===== config.mk =====
export PLATFORM = sky130hd
export DESIGN_NAME = quoted_csv_field_splitter
export DESIGN_NICKNAME = d
export VERILOG_FILES = /design/src/rtl/core/qcfs_pkg.sv /design/src/rtl/core/qcfs_step.sv /design/src/rtl/core/quoted_csv_field_splitter.sv
export SDC_FILE = /design/constraint.sdc
export NUM_CORES = 1
export LEC_CHECK = 0
export BUFFER_PORTS_ARGS = -buffer_cell sky130_fd_sc_hd__buf_2
export CAP_MARGIN = 10
export CORE_UTILIZATION = 48
export DETAILED_ROUTE_END_ITERATION = 10
export HOLD_SLACK_MARGIN = 0.08
export PLACE_DENSITY = 0.76
export SLEW_MARGIN = 20
export SYNTH_ARGS = -nofsm -noshare
export SYNTH_HDL_FRONTEND = slang
export SYNTH_SLANG_ARGS = --single-unit

===== constraint.sdc =====
create_clock -name i_clk -period 2.1 [get_ports i_clk]
set_clock_uncertainty 0.2 [all_clocks]
set_input_delay 0 -clock i_clk [delete_from_list [all_inputs] [get_ports i_clk]]
set_output_delay 0 -clock i_clk [all_outputs]
set_load 0.01 [all_outputs]

===== src/rtl/core/qcfs_pkg.sv =====
// Shared types and codes for the quoted CSV field splitter.
// Used by qcfs_step and quoted_csv_field_splitter; no dependencies.
`default_nettype none

package qcfs_pkg;

    localparam int unsigned CHAR_W = 8;

    // Register reset values
    localparam logic [CHAR_W-1:0] QUOTE_RESET = 8'd34;  // double quote
    localparam logic [CHAR_W-1:0] DELIM_RESET = 8'd44;  // comma

    // Configuration register indexes
    typedef enum logic [0:0] {
        CFG_QUOTE = 1'b0,
        CFG_DELIM = 1'b1
    } t_cfg_idx;

    // Parser mode; codes 6 and 7 behave as dropping
    typedef enum logic [2:0] {
        MODE_START   = 3'd0,
        MODE_PLAIN   = 3'd1,
        MODE_QUOTED  = 3'd2,
        MODE_PLAIN_Q = 3'd3,
        MODE_QUOTE_Q = 3'd4,
        MODE_DROP    = 3'd5
    } t_mode;

    typedef enum logic [1:0] {
        KIND_DATA = 2'd0,
        KIND_END  = 2'd1,
        KIND_ERR  = 2'd2
    } t_kind;

    typedef enum logic [1:0] {
        ERR_UNEXP_QUOTE = 2'd0,
        ERR_NO_CLOSE    = 2'd1,
        ERR_EXP_DELIM   = 2'd2
    } t_err;

    // One result transaction
    typedef struct packed {
        logic              valid;
        t_kind             kind;
        logic [CHAR_W-1:0] data;
        t_err              err;
        logic              last;
    } t_result;

endpackage

`default_nettype wire


===== src/rtl/core/qcfs_step.sv =====
// Per-character parse step: next mode and the optional result.
// Depends on qcfs_pkg.
`default_nettype none

module qcfs_step
    import qcfs_pkg::*;
(
    input  wire t_mode             i_mode,
    input  wire logic [CHAR_W-1:0] i_char,
    input  wire logic              i_eot,
    input  wire logic [CHAR_W-1:0] i_quote,
    input  wire logic [CHAR_W-1:0] i_delim,
    output t_mode                  o_mode,
    output t_result                o_res
);

    logic is_q;
    logic is_d;

    // Quote wins when quote and delimiter are equal
    assign is_q = !i_eot && (i_char == i_quote);
    assign is_d = !i_eot && !is_q && (i_char == i_delim);

    // Next mode
    always_comb begin
        o_mode = i_eot ? MODE_START : i_mode;
        unique case (i_mode)
            MODE_START: begin
                if (is_q) begin
                    o_mode = MODE_QUOTED;
                end else if (!i_eot && !is_d) begin
                    o_mode = MODE_PLAIN;
                end
            end
            MODE_PLAIN: begin
                if (is_q) begin
                    o_mode = MODE_PLAIN_Q;
                end else if (is_d) begin
                    o_mode = MODE_START;
                end
            end
            MODE_QUOTED: begin
                if (is_q) begin
                    o_mode = MODE_QUOTE_Q;
                end
            end
            MODE_PLAIN_Q: begin
                if (is_q) begin
                    o_mode = MODE_PLAIN;
                end else if (!i_eot) begin
                    o_mode = MODE_DROP;
                end
            end
            MODE_QUOTE_Q: begin
                if (is_q) begin
                    o_mode = MODE_QUOTED;
                end else if (is_d) begin
                    o_mode = MODE_START;
                end else if (!i_eot) begin
                    o_mode = MODE_DROP;
                end
            end
            default: begin
                if (!i_eot) begin
                    o_mode = MODE_DROP;
                end
            end
        endcase
    end

    // Result; line_started only matters for an end item at field start
    always_comb begin
        o_res = '{valid: 1'b0, kind: KIND_DATA, data: '0, err: ERR_UNEXP_QUOTE, last: 1'b0};
        unique case (i_mode)
            MODE_START: begin
                if (is_d) begin
                    o_res.valid = 1'b1;
                    o_res.kind  = KIND_END;
                end else if (!i_eot && !is_q) begin
                    o_res.valid = 1'b1;
                    o_res.data  = i_char;
                end
            end
            MODE_PLAIN: begin
                if (i_eot || is_d) begin
                    o_res.valid = 1'b1;
                    o_res.kind  = KIND_END;
                    o_res.last  = i_eot;
                end else if (!is_q) begin
                    o_res.valid = 1'b1;
                    o_res.data  = i_char;
                end
            end
            MODE_QUOTED: begin
                if (i_eot) begin
                    o_res.valid = 1'b1;
                    o_res.kind  = KIND_ERR;
                    o_res.err   = ERR_NO_CLOSE;
                end else if (!is_q) begin
                    o_res.valid = 1'b1;
                    o_res.data  = i_char;
                end
            end
            MODE_PLAIN_Q: begin
                o_res.valid = 1'b1;
                if (is_q) begin
                    o_res.data = i_quote;
                end else begin
                    o_res.kind = KIND_ERR;
                    o_res.err  = ERR_UNEXP_QUOTE;
                end
            end
            MODE_QUOTE_Q: begin
                o_res.valid = 1'b1;
                if (is_q) begin
                    o_res.data = i_quote;
                end else if (i_eot || is_d) begin
                    o_res.kind = KIND_END;
                    o_res.last = i_eot;
                end else begin
                    o_res.kind = KIND_ERR;
                    o_res.err  = ERR_EXP_DELIM;
                end
            end
            default: begin
                o_res.valid = 1'b0;
            end
        endcase
    end

endmodule

`default_nettype wire


===== src/rtl/core/quoted_csv_field_splitter.sv =====
// Top level of the quoted CSV field splitter: input register, parse step, result register.
// Depends on qcfs_pkg and qcfs_step.
`default_nettype none

// Channel   Dir  tdata (low bit first)               tuser     tlast
// s_axis    in   char_in[7:0]                         -         end_of_text
// m_axis    out  data_byte[7:0], error_code[9:8], 0s  kind[1:0] last_field
// cfg       in   i_cfg_we / i_cfg_index / i_cfg_wdata (0 quote_char, 1 delimiter_char)
//
// One character per cycle while m_axis does not stall; a transaction passes the
// input register, then the result register. A transaction with no result still
// takes its slot in the result stage but shows nothing on m_axis.
// Synchronous active-low reset: parser at field start, line not started, quote 34,
// delimiter 44, both stages empty. A stall on m_axis holds the result and, once
// the input register is full too, deasserts o_s_axis_tready.

module quoted_csv_field_splitter
    import qcfs_pkg::*;
(
    input  wire logic              i_clk,
    input  wire logic              i_rst_n,
    // input characters
    input  wire logic              i_s_axis_tvalid,
    output logic                   o_s_axis_tready,
    input  wire logic [7:0]        i_s_axis_tdata,   // [7:0] char_in
    input  wire logic              i_s_axis_tlast,   // end_of_text
    // results
    output logic                   o_m_axis_tvalid,
    input  wire logic              i_m_axis_tready,
    output logic [15:0]            o_m_axis_tdata,   // [7:0] data_byte, [9:8] error_code
    output logic [1:0]             o_m_axis_tuser,   // [1:0] kind
    output logic                   o_m_axis_tlast,   // last_field
    // configuration
    input  wire logic              i_cfg_we,
    input  wire t_cfg_idx          i_cfg_index,
    input  wire logic [CHAR_W-1:0] i_cfg_wdata
);

    // Config registers
    logic [CHAR_W-1:0] r_quote;
    logic [CHAR_W-1:0] r_delim;

    // Input stage
    logic              r_in_valid;
    logic [CHAR_W-1:0] r_in_char;
    logic              r_in_eot;

    // Parser state
    t_mode             r_mode;
    logic              r_started;
    t_mode             n_mode;

    // Result stage
    t_result           r_out;
    t_result           n_res;

    logic              out_free;
    logic              advance;
    logic              in_take;

    assign out_free        = !r_out.valid || i_m_axis_tready;
    assign advance         = r_in_valid && out_free;
    assign o_s_axis_tready = !r_in_valid || advance;
    assign in_take         = i_s_axis_tvalid && o_s_axis_tready;

    always_ff @(posedge i_clk) begin
        if (!i_rst_n) begin
            r_quote <= QUOTE_RESET;
            r_delim <= DELIM_RESET;
        end else if (i_cfg_we) begin
            unique case (i_cfg_index)
                CFG_QUOTE: r_quote <= i_cfg_wdata;
                CFG_DELIM: r_delim <= i_cfg_wdata;
                default:   r_quote <= r_quote;
            endcase
        end
    end

    // Input register
    always_ff @(posedge i_clk) begin
        if (!i_rst_n) begin
            r_in_valid <= 1'b0;
        end else if (in_take) begin
            r_in_valid <= 1'b1;
        end else if (advance) begin
            r_in_valid <= 1'b0;
        end
    end

    always_ff @(posedge i_clk) begin
        if (in_take) begin
            r_in_char <= i_s_axis_tdata;
            r_in_eot  <= i_s_axis_tlast;
        end
    end

    qcfs_step u_step (
        .i_mode  (r_mode),
        .i_char  (r_in_char),
        .i_eot   (r_in_eot),
        .i_quote (r_quote),
        .i_delim (r_delim),
        .o_mode  (n_mode),
        .o_res   (n_res)
    );

    // Parser state advances with each character leaving the input stage
    always_ff @(posedge i_clk) begin
        if (!i_rst_n) begin
            r_mode    <= MODE_START;
            r_started <= 1'b0;
        end else if (advance) begin
            r_mode    <= n_mode;
            r_started <= !r_in_eot;
        end
    end

    // Result register; an end item at field start closes a field only if
    // the line has seen a character
    always_ff @(posedge i_clk) begin
        if (!i_rst_n) begin
            r_out.valid <= 1'b0;
        end else if (advance) begin
            r_out.valid <= n_res.valid
                || (r_in_eot && r_started && (r_mode == MODE_START));
        end else if (i_m_axis_tready) begin
            r_out.valid <= 1'b0;
        end
        if (advance) begin
            if (r_in_eot && (r_mode == MODE_START)) begin
                r_out.kind <= KIND_END;
                r_out.data <= '0;
                r_out.err  <= ERR_UNEXP_QUOTE;
                r_out.last <= 1'b1;
            end else begin
                r_out.kind <= n_res.kind;
                r_out.data <= n_res.data;
                r_out.err  <= n_res.err;
                r_out.last <= n_res.last;
            end
        end
    end

    assign o_m_axis_tvalid = r_out.valid;
    assign o_m_axis_tdata  = {6'd0, r_out.err, r_out.data};
    assign o_m_axis_tuser  = r_out.kind;
    assign o_m_axis_tlast  = r_out.last;

endmodule

`default_nettype wire


==> impl.org, run 1 <==
** Status
- Outcome :: completed

** CTS
- CTS HTree Levels :: 2
- TritonCTS created 5 clock buffers.
- Clock-pin slew of the registers on the worst-case setup and hold paths :: 70 ps
- Counting every sink on the clock net gives 44.
- Clock tree from TritonCTS :: built
- Buffers from clock root to sink, at most :: 2
- Root buf cell :: sky130_fd_sc_hd__clkbuf_8
- Clock latency at the later pin of the worst-skew pair :: 290 ps

** Route
- In the final routed layout, each cell accounts on average for 13.26 µm.
- Routed via count :: 1698
- The first detailed-routing pass took 4 iterations.
- Starting DRC count in detailed routing :: 86
- Remaining DRCs :: 0
- Aggregate routed wire length :: 4430 µm
- Antenna-violating nets left :: 0
- Using the TritonRoute via totals, the vias-per-cell ratio works out to 5.084.

** Global route
- Entering global routing, the biggest net connects 23 pins.
- The number of global-route vias before repair came to 1659.
- The number of antenna violations at the first check in global routing came to 0.
- The first global-routing pass estimated 7327 µm of wire.
- Global router's overall resource usage :: 22.52%
- The total overflow left after global routing is 0.

** Layout
- At the end of the flow, the number of nets in the layout was 306.
- Compared with the post-synthesis result, the final layout area differs by 38.27%.
- Number of antenna diodes :: 0
- For this run, the number of standard cells in the final layout without fillers is 334.
- Layout cell share with drive strength beyond 1 :: 20.77%
- The finished cells cover 0.002758 mm².
- Total of fill cells in the finished design :: 287

** Floorplanning
- The floorplan has 23 rows.
- Number of primary I/O pins :: 44
- Floorplan core area :: 0.004000 mm²
- The floorplan step set the die width to 66.46 µm.
- Die span in y :: 66.46 µm
- Die area :: 0.004417 mm²
- Starting utilization of the core area :: 49.86%

** Power
- Overall power after layout :: 1.729 mW
- Pleak :: 1.140 nW
- VDD IR-drop max :: 0.0006050 V
- For this design the ratio of total power to cell area is 626.9 mW/mm².

** Worst setup path
- At the worst endpoint, the arrival time is 1930 ps.
- The critical path is of the register to register type.
- Maximum net fanout on the critical path :: 8
- Data required, critical path :: 1940 ps
- Worst setup SP type :: register
- STA classifies the critical path endpoint as a register.

** Synthesis
- A synthesized cell averages 10.12 µm².
- Synthesis inferred 44 register bits.
- Part of the Yosys area used for sequential elements :: 55.21%
- The Yosys step of the flow raised 0 warnings.
- The number of different library cells used by synthesis comes to 33.
- In this run the cell area of the synthesized design comes to 0.001994 mm².
- Synthesized netlist cell count :: 197

** Place
- Routability-driven placement finished with a final weighted congestion of 0.8693.
- Count of placed standard cells including taps :: 282
- Worst-case setup slack after placement :: 7.829 ps
- Placed cell areas :: 0.002237 mm²
- Port buffering added 37 buffers.
- DP HPWL :: 2665 µm

** STA
- The number of failing hold endpoints at the final stage came to 0.
- On the final layout, the worst hold slack is 164.6 ps.
- Period Utilization, post-route :: 99.36%
- Setup repair after global routing could not meet its margin everywhere.
- Minimum clock period :: 2087 ps
- Number of setup violations in the final report :: 0
- Count of final max-slew check failures :: 0
- Setup ws final :: 13.50 ps
- For this run, the top clock speed supported by timing is 479.3 MHz.

** Worst hold path
- The min-delay analysis places its worst path in the category input port to register.

** Flow run
- Max Cap Violations :: 0
==> layout make-up <==
| type | instances | area, µm² | area share [%] |
|---|---|---|---|
| clock buffers | 7 | 76.32 | 2.768 |
| clock inverters | 1 | 3.754 | 0.1361 |
| inverters | 5 | 18.77 | 0.6806 |
| multi-input cells | 139 | 829.5 | 30.08 |
| flip-flops and latches | 44 | 1101 | 39.93 |
| well taps | 50 | 62.56 | 2.269 |
| repair buffers | 88 | 665.6 | 24.14 |
==> cell usage after synthesis, drive strengths merged <==
| library cell | number | area share (%) |
|---|---|---|
| a21boi | 12 | 4.5 |
| a21oi | 7 | 1.8 |
| a22o | 8 | 3.5 |
| a31oi | 4 | 1.3 |
| and2 | 2 | 0.63 |
| and3 | 1 | 0.31 |
| and4 | 1 | 0.44 |
| buf | 7 | 2.5 |
| clkbuf | 7 | 1.3 |
| conb | 1 | 0.19 |
| dfxtp | 22 | 22 |
| edfxtp | 22 | 33 |
| inv | 5 | 0.94 |
| nand2 | 45 | 8.5 |
| nand2b | 3 | 0.94 |
| nand3 | 6 | 1.5 |
| nand3b | 2 | 0.75 |
| nor2 | 7 | 1.3 |
| nor2b | 3 | 0.94 |
| nor3 | 2 | 0.75 |
| nor4 | 4 | 1.6 |
| o2111a | 1 | 0.63 |
| o2111ai | 1 | 0.44 |
| o211a | 1 | 0.50 |
| o21a | 2 | 0.75 |
| o21ai | 1 | 0.25 |
| o31a | 1 | 0.44 |
| o31ai | 2 | 0.75 |
| or4 | 1 | 0.38 |
| xor2 | 16 | 7.0 |
==> power breakdown <==
group | internal, mW | leakage [nW] | switching [mW]
clock | 0.232 | 0.0399 | 0.257
combinational | 0.134 | 0.708 | 0.116
sequential | 0.952 | 0.392 | 0.0377
==> repair_timing <==
item / CTS / global route
gates resized for setup: 1 / 1
pin swaps: 3 / 13
cloned: 0 / 0
hold buffers: 39 / 0
endpoints found under the hold margin: 31 / 0
buffers inserted: 2 / 3
setup endpoints to repair: 4 / 10
==> worst paths after layout <==
kind	slack (ps)	startpoint	depth (start not counted)	end
hold reg to reg	300	r_delim[1]$_SDFFE_PN0P_	2	r_delim[1]$_SDFFE_PN0P_
setup / recovery	10	r_in_char[6]$_DFFE_PP_	5	o_m_axis_tdata[6]$_SDFFCE_PP0P_
hold / removal	160	i_cfg_index	4	r_quote[0]$_SDFFE_PN0P_
setup reg to reg	10	r_in_char[6]$_DFFE_PP_	5	o_m_axis_tdata[6]$_SDFFCE_PP0P_
==> critical path, cell delays in order (launching register included) <==
cell,delay [ps]
sky130_fd_sc_hd__edfxtp_1,440
sky130_fd_sc_hd__xor2_1,170
sky130_fd_sc_hd__nor4_2,350
sky130_fd_sc_hd__nand2_1,130
sky130_fd_sc_hd__o2111a_2,330
sky130_fd_sc_hd__a22o_1,230
==> flip-flops by register name, indices dropped and copies added (netlist names) <==
signal / flops
r_in_eot: 1
r_quote: 8
r_in_char: 8
r_started: 1
r_delim: 8
o_m_axis_tlast: 1
r_mode: 3
o_m_axis_tdata: 10
o_m_axis_tvalid: 1
o_m_axis_tuser: 2
r_in_valid: 1
==> routing by layer <==
| metal | track usage [%] | vias up | part of all wire [%] |
|---|---|---|---|
| li1 | - | 851 | - |
| met1 | 27.81 | 778 | 43 |
| met2 | 38.90 | 67 | 50 |
| met3 | 5.137 | 2 | 6.2 |
| met4 | 6.915 | 0 | 0.61 |
| met5 | 0 | - | 0 |
==> placed cells by master (no fill, tap or decap), drive strengths merged, types with 2 or more instances in the layout <==
| cell type | Yosys | final |
|---|---|---|
| a22o | 8 | 8 |
| a21boi | 12 | 12 |
| xor2 | 16 | 16 |
| conb | 1 | 6 |
| clkbuf | 7 | 7 |
| dfxtp | 22 | 22 |
| edfxtp | 22 | 22 |
| inv | 5 | 5 |
| dlygate4sd3 | 0 | 39 |
| a21oi | 7 | 7 |
| nand3b | 2 | 2 |
| nor2 | 7 | 7 |
| a31oi | 4 | 4 |
| nand3 | 6 | 6 |
| o31ai | 2 | 2 |
| nand2 | 45 | 45 |
| nor3 | 2 | 2 |
| nor2b | 3 | 3 |
| nand2b | 3 | 3 |
| and2 | 2 | 2 |
| nor4 | 4 | 4 |
| o21a | 2 | 2 |
| buf | 7 | 49 |
==> cells by family (layout without fill, tap and decap cells) <==
kind of cell           after synthesis  in the layout  share of synthesized area, %
XOR/XNOR                            16             16                         7.026
buffers and inverters               19            101                         4.768
other                                1              6                        0.1880
flip-flops                          44             44                         55.21
AND/OR/NAND/NOR                     77             77                         18.01
AO/OA/AOI/OAI                       40             40                         14.80
==> through the flow <==
step | TNS, ps | utilization (%)
detailed placement | 0 | 55.93
floorplan | 0 | -
global placement | 0 | 55.93
CTS | 0 | 68.22
global route | -426.9 | 68.94
finish | 0 | 68.94
Note: power is estimated with default switching activity, not from simulation.
==> inputs of run 2 (changes only) <==
--- a/config.mk
+++ b/config.mk
@@ -11,6 +11,7 @@
 export DETAILED_ROUTE_END_ITERATION = 10
 export HOLD_SLACK_MARGIN = 0.08
 export PLACE_DENSITY = 0.76
+export REMOVE_ABC_BUFFERS = 1
 export SLEW_MARGIN = 20
 export SYNTH_ARGS = -nofsm -noshare
 export SYNTH_HDL_FRONTEND = slang
==> run 2 against run 1 <==
Against the previous run: the run now ends with design-rule violations, negative setup slack left; register-to-register slack got worse by 60 ps; maximum frequency fell by 2.7%; worst hold slack got worse by 40 ps; cell count rose by 1.5%; sequential share of layout area fell by 1.3 points; highest routed layer unchanged; largest power group unchanged; wire length rose by 4.8%; utilization rose by 2.3 points; flip-flop and latch count did not move; critical path type unchanged.
==> impl.org, run 2 (synthesis results as in run 1) <==
** Power
- The largest vdd supply drop was 0.0004369 V (was 0.0006050 V).
- Pleak :: 1.167 nW (was 1.140 nW)
- The total power per unit cell area came to 615.9 mW/mm² (was 626.9 mW/mm²).
- The overall power of the completed layout came to 1.755 mW (was 1.729 mW).

** Place
- Count of placed standard cells including taps :: 283 (was 282)
- Placer's final routability congestion estimate :: 0.8031 (was 0.8693)
- The half-perimeter wire length of the detailed placement result is 2755 µm (was 2665 µm).
- Placed cell areas :: 0.002245 mm² (was 0.002237 mm²)
- Count of input and output buffers :: 37 (unchanged)

** Worst setup path
- The cell count of the worst reg-to-reg path is 6 (was 5).
- Endpoint class of the critical path :: register (unchanged)
- The standard cell with the maximum stage delay on the critical path was sky130_fd_sc_hd__edfxtp_1 (unchanged).
- The critical path arrival is 2000 ps (was 1930 ps).
- The largest incremental delay on the critical path came to 430 ps (was 440 ps).
- The critical path class is register to register (unchanged).
- Data required, critical path :: 1950 ps (was 1940 ps)
- Worst-path cell chain: buf_6 > xor2_2 > nor4_4 > nand2_1 > o2111a_2 > a22o_1 (was xor2_1 > nor4_2 > nand2_1 > o2111a_2 > a22o_1).
- The critical-path maximum fanout came to 8 (unchanged).
- Worst setup SP type :: register (unchanged)

** Flow run
- Max Cap Violations :: 0 (unchanged)

** Layout
- The post-layout net count is 312 (was 306).
- The final cell count without fillers came to 339 (was 334).
- Highest-count cells in the layout ignoring fill and taps :: sky130_fd_sc_hd__nand2_1, sky130_fd_sc_hd__dlygate4sd3_1, sky130_fd_sc_hd__buf_2 (unchanged)
- Total of fill cells in the finished design :: 282 (was 287)
- Fin area :: 0.002850 mm² (was 0.002758 mm²)
- Number of antenna diodes :: 0 (unchanged)
- Area grow syn2layout :: 42.91% (was 38.27%)
- The number of flip-flops in the largest register came to 10 (unchanged).
- Commonest non-fill, non-tap cell in the layout :: sky130_fd_sc_hd__nand2_1 (unchanged)
- Layout cell share with drive strength beyond 1 :: 23.18% (was 20.77%)

** Route
- The vias after detailed routing came to 1757 (was 1698).
- The highest metal layer used by the detailed router is met4 (unchanged).
- The met3 routed wirelength is 222 µm (was 276 µm).
- The total wirelength of the detailed-routed design is 4644 µm (was 4430 µm).
- The total iterations of the first detailed-routing run is 7 (was 4).
- The number of design rule violations left after detail routing was 1 (was 0).
- Average vias per placed instance :: 5.183 (was 5.084)
- Met2 layer wire length in the routed design :: 2422 µm (was 2214 µm)
- Antenna-violating nets left :: 0 (unchanged)
- The wire length per cell after detailed routing came to 13.70 µm (was 13.26 µm).
- The length of routed wiring on met1 was 1931 µm (was 1911 µm).
- Starting DRC count in detailed routing :: 166 (was 86)

** STA
- Number of setup violations in the final report :: 8 (was 0)
- Period Utilization, post-route :: 102.1% (was 99.36%)
- Setup TNS :: -262.0 ps (was 0 ps)
- The fmax is 466.4 MHz (was 479.3 MHz).
- Endpoints failing hold :: 0 (unchanged)
- Unrepaired setup endpoints after global routing: true (unchanged).
- Worst hold slack after final layout :: 124.5 ps (was 164.6 ps)
- The minimum clock period after layout was 2144 ps (was 2087 ps).
- Setup ws final :: -44.22 ps (was 13.50 ps)
- The number of pins exceeding their max-slew limit in the final report was 0 (unchanged).

** Global route
- The pin count of the biggest net entering global routing is 23 (unchanged).
- The first-pass GRT wire length is 7086 µm (was 7327 µm).
- The number of antenna violations at the first check in global routing was 0 (unchanged).
- Overall overflow remaining after global route :: 0 (unchanged)
- The number of global-route vias before repair was 1563 (was 1659).
- Global router's overall resource usage :: 22.11% (was 22.52%)

** CTS
- The level count of the clock H-tree was 2 (unchanged).
- Number of buffers added by the clock tree synthesis step :: 5 (unchanged)
- Clock latency at the later pin of the worst-skew pair :: 300 ps (was 290 ps)
- Number of clock sinks :: 44 (unchanged)
- The maximum count of clock buffers along a single path came to 2 (unchanged).
- Root buf cell :: sky130_fd_sc_hd__clkbuf_8 (unchanged)
- The post-CTS clock slew at the launch and capture registers of the worst setup and hold paths is 80 ps (was 70 ps).
- Clock tree from TritonCTS :: built (unchanged)

** Floorplanning
- The initial core utilization is 49.86% (unchanged).
- The height of the die is 66.46 µm (unchanged).
- FP Rows :: 23 (unchanged)
- The die area is 0.004417 mm² (unchanged).
- The number of I/O pins was 44 (unchanged).
- The area of the core region was 0.004000 mm² (unchanged).
- Chip Width :: 66.46 µm (unchanged)

** Worst hold path
- The path type of the worst min-delay path was input port to register (unchanged).
- The number of cells on the worst hold path came to 4 (unchanged).

** Status
- Outcome: complete, but fails checks (was completed).
- The final reports fail on design-rule violations, negative setup slack.
run 2: area by class of cell:
type                            count  area [µm²]  share of cell area [%]
Clock buffer                        5       68.82                   2.414
Clock inverter                      2       12.51                  0.4390
Inverter                            5       18.77                  0.6585
Multi-Input combinational cell    139       859.6                   30.16
Sequential cell                    44        1101                   38.63
Tap cell                           50       62.56                   2.195
Timing Repair Buffer               94       726.9                   25.50
run 2: critical path: cells and delay by family, from the launching register on:
kind | cells | cell delay (ps)
and+or+nand+nor | 2 | 420
buffers and inverters | 1 | 150
DFF | 1 | 430
AOI/OAI and AO/OA | 2 | 560
xor gates and xnor gates | 1 | 150
run 2: what timing repair did:
item / CTS / global route
pin swaps: 0 / 15
setup buffers: 0 / 8
endpoints found under the setup margin: 8 / 12
hold endpoints to repair: 31 / 0
gates resized for setup: 1 / 9
hold buffers: 41 / 0
run 2: metrics by stage:
stage               util, %  worst slack (ps)
global route          71.25            -152.2
finish                71.25            -44.22
CTS                   68.56            -5.138
floorplan                 -             90.59
global placement      56.12             22.37
detailed placement    56.12            -11.64
run 2: path summary, 6_finish.rpt:
| check | startpoint | endpoint | slack, ps |
|---|---|---|---|
| max | r_in_char[7]$_DFFE_PP_ | o_m_axis_tdata[2]$_SDFFCE_PP0P_ | -40 |
| min | i_cfg_index | r_quote[6]$_SDFFE_PN0P_ | 120 |
| max reg2reg | r_in_char[7]$_DFFE_PP_ | o_m_axis_tdata[2]$_SDFFCE_PP0P_ | -40 |
| min reg2reg | r_delim[0]$_SDFFE_PN0P_ | r_delim[0]$_SDFFE_PN0P_ | 290 |
run 2: per-layer routing:
| layer | vias to the layer above | global-route usage (%) |
|---|---|---|
| met5 | - | 0 |
| met3 | 6 | 4.795 |
| met1 | 833 | 26.53 |
| li1 | 858 | - |
| met2 | 60 | 37.50 |
| met4 | 0 | 10.37 |
run 2: where the power goes:
part | leakage, nW | total (mW) | internal, mW | switching (mW)
combinational | 0.735 | 0.264 | 0.142 | 0.123
sequential | 0.392 | 0.990 | 0.952 | 0.0388
clock | 0.0400 | 0.501 | 0.225 | 0.276
total | 1.17 | 1.76 | 1.32 | 0.437
==> inputs of run 3 (changes only) <==
--- a/config.mk
+++ b/config.mk
@@ -5,9 +5,10 @@
 export SDC_FILE = /design/constraint.sdc
 export NUM_CORES = 1
 export LEC_CHECK = 0
+export ABC_AREA = 1
 export BUFFER_PORTS_ARGS = -buffer_cell sky130_fd_sc_hd__buf_2
 export CAP_MARGIN = 10
-export CORE_UTILIZATION = 48
+export CORE_UTILIZATION = 49
 export DETAILED_ROUTE_END_ITERATION = 10
 export HOLD_SLACK_MARGIN = 0.08
 export PLACE_DENSITY = 0.76
==> run 3 against run 2 <==
Against the previous run: the flow now finishes without violations; combinational power up 5%; die area up 5.8%; sequential power about the same; first-iteration DRC count down 37%; via count up 12%; setup slack better by 210 ps; critical path type is now input port to register; largest power group unchanged; worst hold slack worse by 16 ps; critical path depth unchanged; largest cell class unchanged; utilization down 4.3 points; wire length down 4.8%; design area down 3.4%; critical endpoint is now r_quote[5]$_SDFFE_PN1P_; maximum frequency up 11%.
==> impl.org, run 3 <==
** Power
- Pleak :: 1.262 nW (was 1.167 nW)
- The total power per unit cell area came to 642.4 mW/mm² (was 615.9 mW/mm²).
- VDD IR-drop max :: 0.0005407 V (was 0.0004369 V)

** Worst setup path
- The startpoint class of the critical path is an input port (was register).
- The critical-path maximum fanout came to 2 (was 8).
- The required time of the worst setup path came to 2080 ps (was 1950 ps).
- The beginning of the worst register-to-register path is r_in_char[7]$_DFFE_PP_ (unchanged).
- Worst-path cell chain: dlygate4sd3_1 > buf_2 > nand2_1 > dlygate4sd3_1 > o211ai_1 > dlygate4sd3_1 (was buf_6 > xor2_2 > nor4_4 > nand2_1 > o2111a_2 > a22o_1).
- Cell repeated most along the worst path :: sky130_fd_sc_hd__dlygate4sd3_1
- Worst path max stage delay :: 570 ps (was 430 ps)
- The cell count of the worst reg-to-reg path came to 12 (was 6).
- Slowest cell on the critical path :: sky130_fd_sc_hd__dlygate4sd3_1 (was sky130_fd_sc_hd__edfxtp_1)
- Worst reg-to-reg setup slack :: 240 ps (was -40 ps)
- The endpoint class of the critical path is a register (unchanged).
- The endpoint of the worst-slack reg-to-reg timing path was o_m_axis_tdata[0]$_SDFFCE_PP0P_ (was o_m_axis_tdata[2]$_SDFFCE_PP0P_).
- The critical path class is input port to register (was register to register).
- WP data arrival :: 1920 ps (was 2000 ps)

** Floorplanning
- Chip Width :: 68.37 µm (was 66.46 µm)
- FP Rows :: 23 (unchanged)
- Die span in y :: 68.37 µm (was 66.46 µm)
- Die area :: 0.004674 mm² (was 0.004417 mm²)
- The area of the core region came to 0.004115 mm² (was 0.004000 mm²).
- Starting utilization of the core area :: 52.45% (was 49.86%)
- Number of primary I/O pins :: 44 (unchanged)

** Synthesis
- The yosys synthesis warning count is 0 (unchanged).
- Largest area contributor in the synthesized netlist :: sky130_fd_sc_hd__edfxtp_1 (unchanged)
- The register area share after synthesis was 51.01% (was 55.21%).
- Count of unique library cells instantiated by Yosys :: 24 (was 33)
- The post-synthesis instance total came to 280 (was 197).
- Register bit total from synthesis :: 44 (unchanged)
- The post-synthesis average cell area is 7.708 µm² (was 10.12 µm²).
- Most frequently used cell type in the post-synthesis netlist :: sky130_fd_sc_hd__nand2_1 (unchanged)
- The number of enable-type register cells in the synthesized netlist was 22 (unchanged).
- Cell types occupying the most area after synthesis: sky130_fd_sc_hd__edfxtp_1, sky130_fd_sc_hd__dfxtp_1, sky130_fd_sc_hd__nand2_1 (unchanged).
- Share of synthesized flip-flops with an asynchronous set or reset :: 0% (unchanged)
- The proportion of netlist area held by the largest area contributor is 30.61% (was 33.12%).
- Mapped Area :: 0.002158 mm² (was 0.001994 mm²)
- The most used flip-flop cell after synthesis was sky130_fd_sc_hd__edfxtp_1 (unchanged).
- Commonest cells in the synthesized netlist :: sky130_fd_sc_hd__nand2_1, sky130_fd_sc_hd__inv_1, sky130_fd_sc_hd__nor2_1, sky130_fd_sc_hd__dfxtp_1, sky130_fd_sc_hd__edfxtp_1 (was sky130_fd_sc_hd__nand2_1, sky130_fd_sc_hd__dfxtp_1, sky130_fd_sc_hd__edfxtp_1, sky130_fd_sc_hd__xor2_1, sky130_fd_sc_hd__a21boi_0)

** Layout
- The fraction of layout cells with a size suffix above 1 is 17.09% (was 23.18%).
- Fin area :: 0.002754 mm² (was 0.002850 mm²)
- Area grow syn2layout :: 27.59% (was 42.91%)
- The post-route core utilization came to 66.92% (was 71.25%).
- The count of inserted antenna diode cells came to 0 (unchanged).
- The final cell count without fillers is 401 (was 339).
- Highest-count cells in the layout ignoring fill and taps: sky130_fd_sc_hd__nand2_1, sky130_fd_sc_hd__buf_2, sky130_fd_sc_hd__inv_1, sky130_fd_sc_hd__nor2_1, sky130_fd_sc_hd__dlygate4sd3_1 (was sky130_fd_sc_hd__nand2_1, sky130_fd_sc_hd__dlygate4sd3_1, sky130_fd_sc_hd__buf_2).
- The leading cell type in the layout, fill and taps excluded is sky130_fd_sc_hd__nand2_1 (unchanged).
- Post-layout net count :: 373 (was 312)
- The number of flip-flops in the largest register is 10 (unchanged).

** Worst hold path
- The number of cells on the worst hold path came to 4 (unchanged).
- Worst hold start :: i_cfg_index (unchanged)
- Hold path endpoint :: r_quote[7]$_SDFFE_PN0P_ (was r_quote[6]$_SDFFE_PN0P_)
- The path type of the worst min-delay path was input port to register (unchanged).

** Global route
- The global-route track usage on met1 is 26.98% (was 26.53%).
- The most heavily used metal layer in global routing is met2 (unchanged).
- Global router's overall resource usage :: 22.08% (was 22.11%)
- The number of antenna violations at the first check in global routing came to 0 (unchanged).
- The first-pass GRT wire length was 7410 µm (was 7086 µm).
- Largest net degree at the start of global routing :: 19 (was 23)
- The met3 track demand over resource in global routing was 6.167% (was 4.795%).
- Vias in the first global route :: 1727 (was 1563)
- Grt met2 use :: 36.64% (was 37.50%)
- Overall overflow remaining after global route :: 0 (unchanged)

** Flow run
- The total of max-cap violations was 0 (unchanged).

** Place
- The final RePlAce weighted congestion was 0.8949 (was 0.8031).
- Worst-case setup slack after placement :: 250.3 ps (was -11.64 ps)
- The cell area after placement was 0.002372 mm² (was 0.002245 mm²).
- DP HPWL :: 3145 µm (was 2755 µm)
- The count of input and output buffers is 37 (unchanged).
- The cell count after placement was 363 (was 283).

** CTS
- Clock latency at the later pin of the worst-skew pair :: 300 ps (about the same)
- Post-CTS Repair Setup Buffers :: 0 (unchanged)
- The maximum count of clock buffers along a single path came to 2 (unchanged).
- The post-CTS clock slew at the launch and capture registers of the worst setup and hold paths was 80 ps (about the same).
- The level count of the clock H-tree came to 2 (unchanged).
- Hold_buf cts :: 30 (was 41)
- The number of sinks driven by the clock tree is 44 (unchanged).
- Number of buffers added by the clock tree synthesis step :: 5 (unchanged)
- The number of gates resized after cts came to 0 (was 1).
- The CTS tree was built (unchanged).
- Root buf cell :: sky130_fd_sc_hd__clkbuf_8 (unchanged)

** STA
- Worst rel slew slack :: 62.63%
- Setup ws final :: 161.1 ps (was -44.22 ps)
- Unrepaired setup endpoints after global routing: false (was true).
- The minimum clock period after layout is 1939 ps (was 2144 ps).
- The total of endpoints with negative setup slack in the final report is 0 (was 8).
- The share of the clock period used by the worst path after layout was 92.33% (was 102.1%).
- Count of final max-slew check failures :: 0 (unchanged)
- The fmax was 515.8 MHz (was 466.4 MHz).
- At the pin with the least slew margin, the transition time is 558.5 ps.
- The number of failing hold endpoints at the final stage is 0 (unchanged).
- Setup TNS :: 0 ps (was -262.0 ps)

** Route
- The number of routed nets with antenna violations came to 0 (unchanged).
- The routed via count divided by cell count came to 4.893 (was 5.183).
- Aggregate routed wire length :: 4419 µm (was 4644 µm)
- The initial DRC count came to 104 (was 166).
- Final routed wire length divided by cell count :: 11.02 µm (was 13.70 µm)
- The total iterations of the first detailed-routing run is 4 (was 7).
- The vias after detailed routing is 1962 (was 1757).
- The number of design rule violations left after detail routing is 0 (was 1).

** Status
- Outcome: completed (was complete, but fails checks).
## run 3: cell types whose count changed in the layout (fill, tap and decap cells not counted), sizes merged, moves of 12 or more
cell	previous run	this run
inv	5	42
a21boi	12	0
nor2	7	38
xor2	16	4
nand2	45	84
o21ai	1	21
buf	53	38
## run 3: worst max path at each step
stage	slack [ps]	end	from
5_1_grt	70	o_m_axis_tdata[7]$_SDFFCE_PP0P_	r_in_char[4]$_DFFE_PP_
3_5_place_dp	250	o_m_axis_tdata[1]$_SDFFCE_PP0P_	r_in_char[4]$_DFFE_PP_
4_1_cts	200	r_quote[5]$_SDFFE_PN1P_	i_cfg_wdata[5]
6_report	160	r_quote[5]$_SDFFE_PN1P_	i_cfg_wdata[5]
2_1_floorplan	130	r_mode[2]$_SDFFE_PN0P_	o_m_axis_tvalid$_SDFFE_PN0P_
3_3_place_gp	270	o_m_axis_tdata[6]$_SDFFCE_PP0P_	r_in_char[4]$_DFFE_PP_
## run 3: kinds of logic (layout without fill, tap and decap cells)
kind of cell              Yosys count  in the layout  share of synthesized area [%]
other                               1              6                         0.1737
xor gates and xnor gates            4              4                          1.623
DFF                                44             44                          51.01
and+or+nand+nor                   136            136                          26.26
buffers and inverters              53            119                          10.49
AOI/OAI and AO/OA                  42             42                          10.43
## run 3: final cells by class
| class | count | area, µm² |
|---|---|---|
| Multi-Input combinational cell | 188 | 849.6 |
| Sequential cell | 44 | 1101 |
| Fill cell | 344 | 1361 |
| Inverter | 43 | 166.4 |
| Clock buffer | 7 | 76.32 |
| Clock inverter | 1 | 5.005 |
| Tap cell | 50 | 62.56 |
| Timing Repair Buffer | 68 | 493.0 |
## run 3: where the power goes
group	switching, mW	internal [mW]	total (mW)	leakage (nW)
clock	0.268	0.233	0.501	0.0422
combinational	0.156	0.122	0.278	0.825
sequential	0.0335	0.956	0.990	0.394
## run 3: critical path: cells and delay by family
family	cells	cell delay (ps)
buf+inv	4	1780
compound gates	1	80
simple gates	1	50
## run 3: stage by stage
step	hold WS, ps	total power [mW]
2_1_floorplan	-115.9	1.160
3_3_place_gp	-23.65	1.234
3_5_place_dp	-21.92	1.241
4_1_cts	98.52	1.779
5_1_grt	160.6	1.856
6_report	108.3	1.769
## run 3: metal layers
layer,up-vias,part of all wire (%)
met4,0,1.8
met1,886,46
met3,6,5.6
li1,1013,-
met5,-,0
met2,57,47
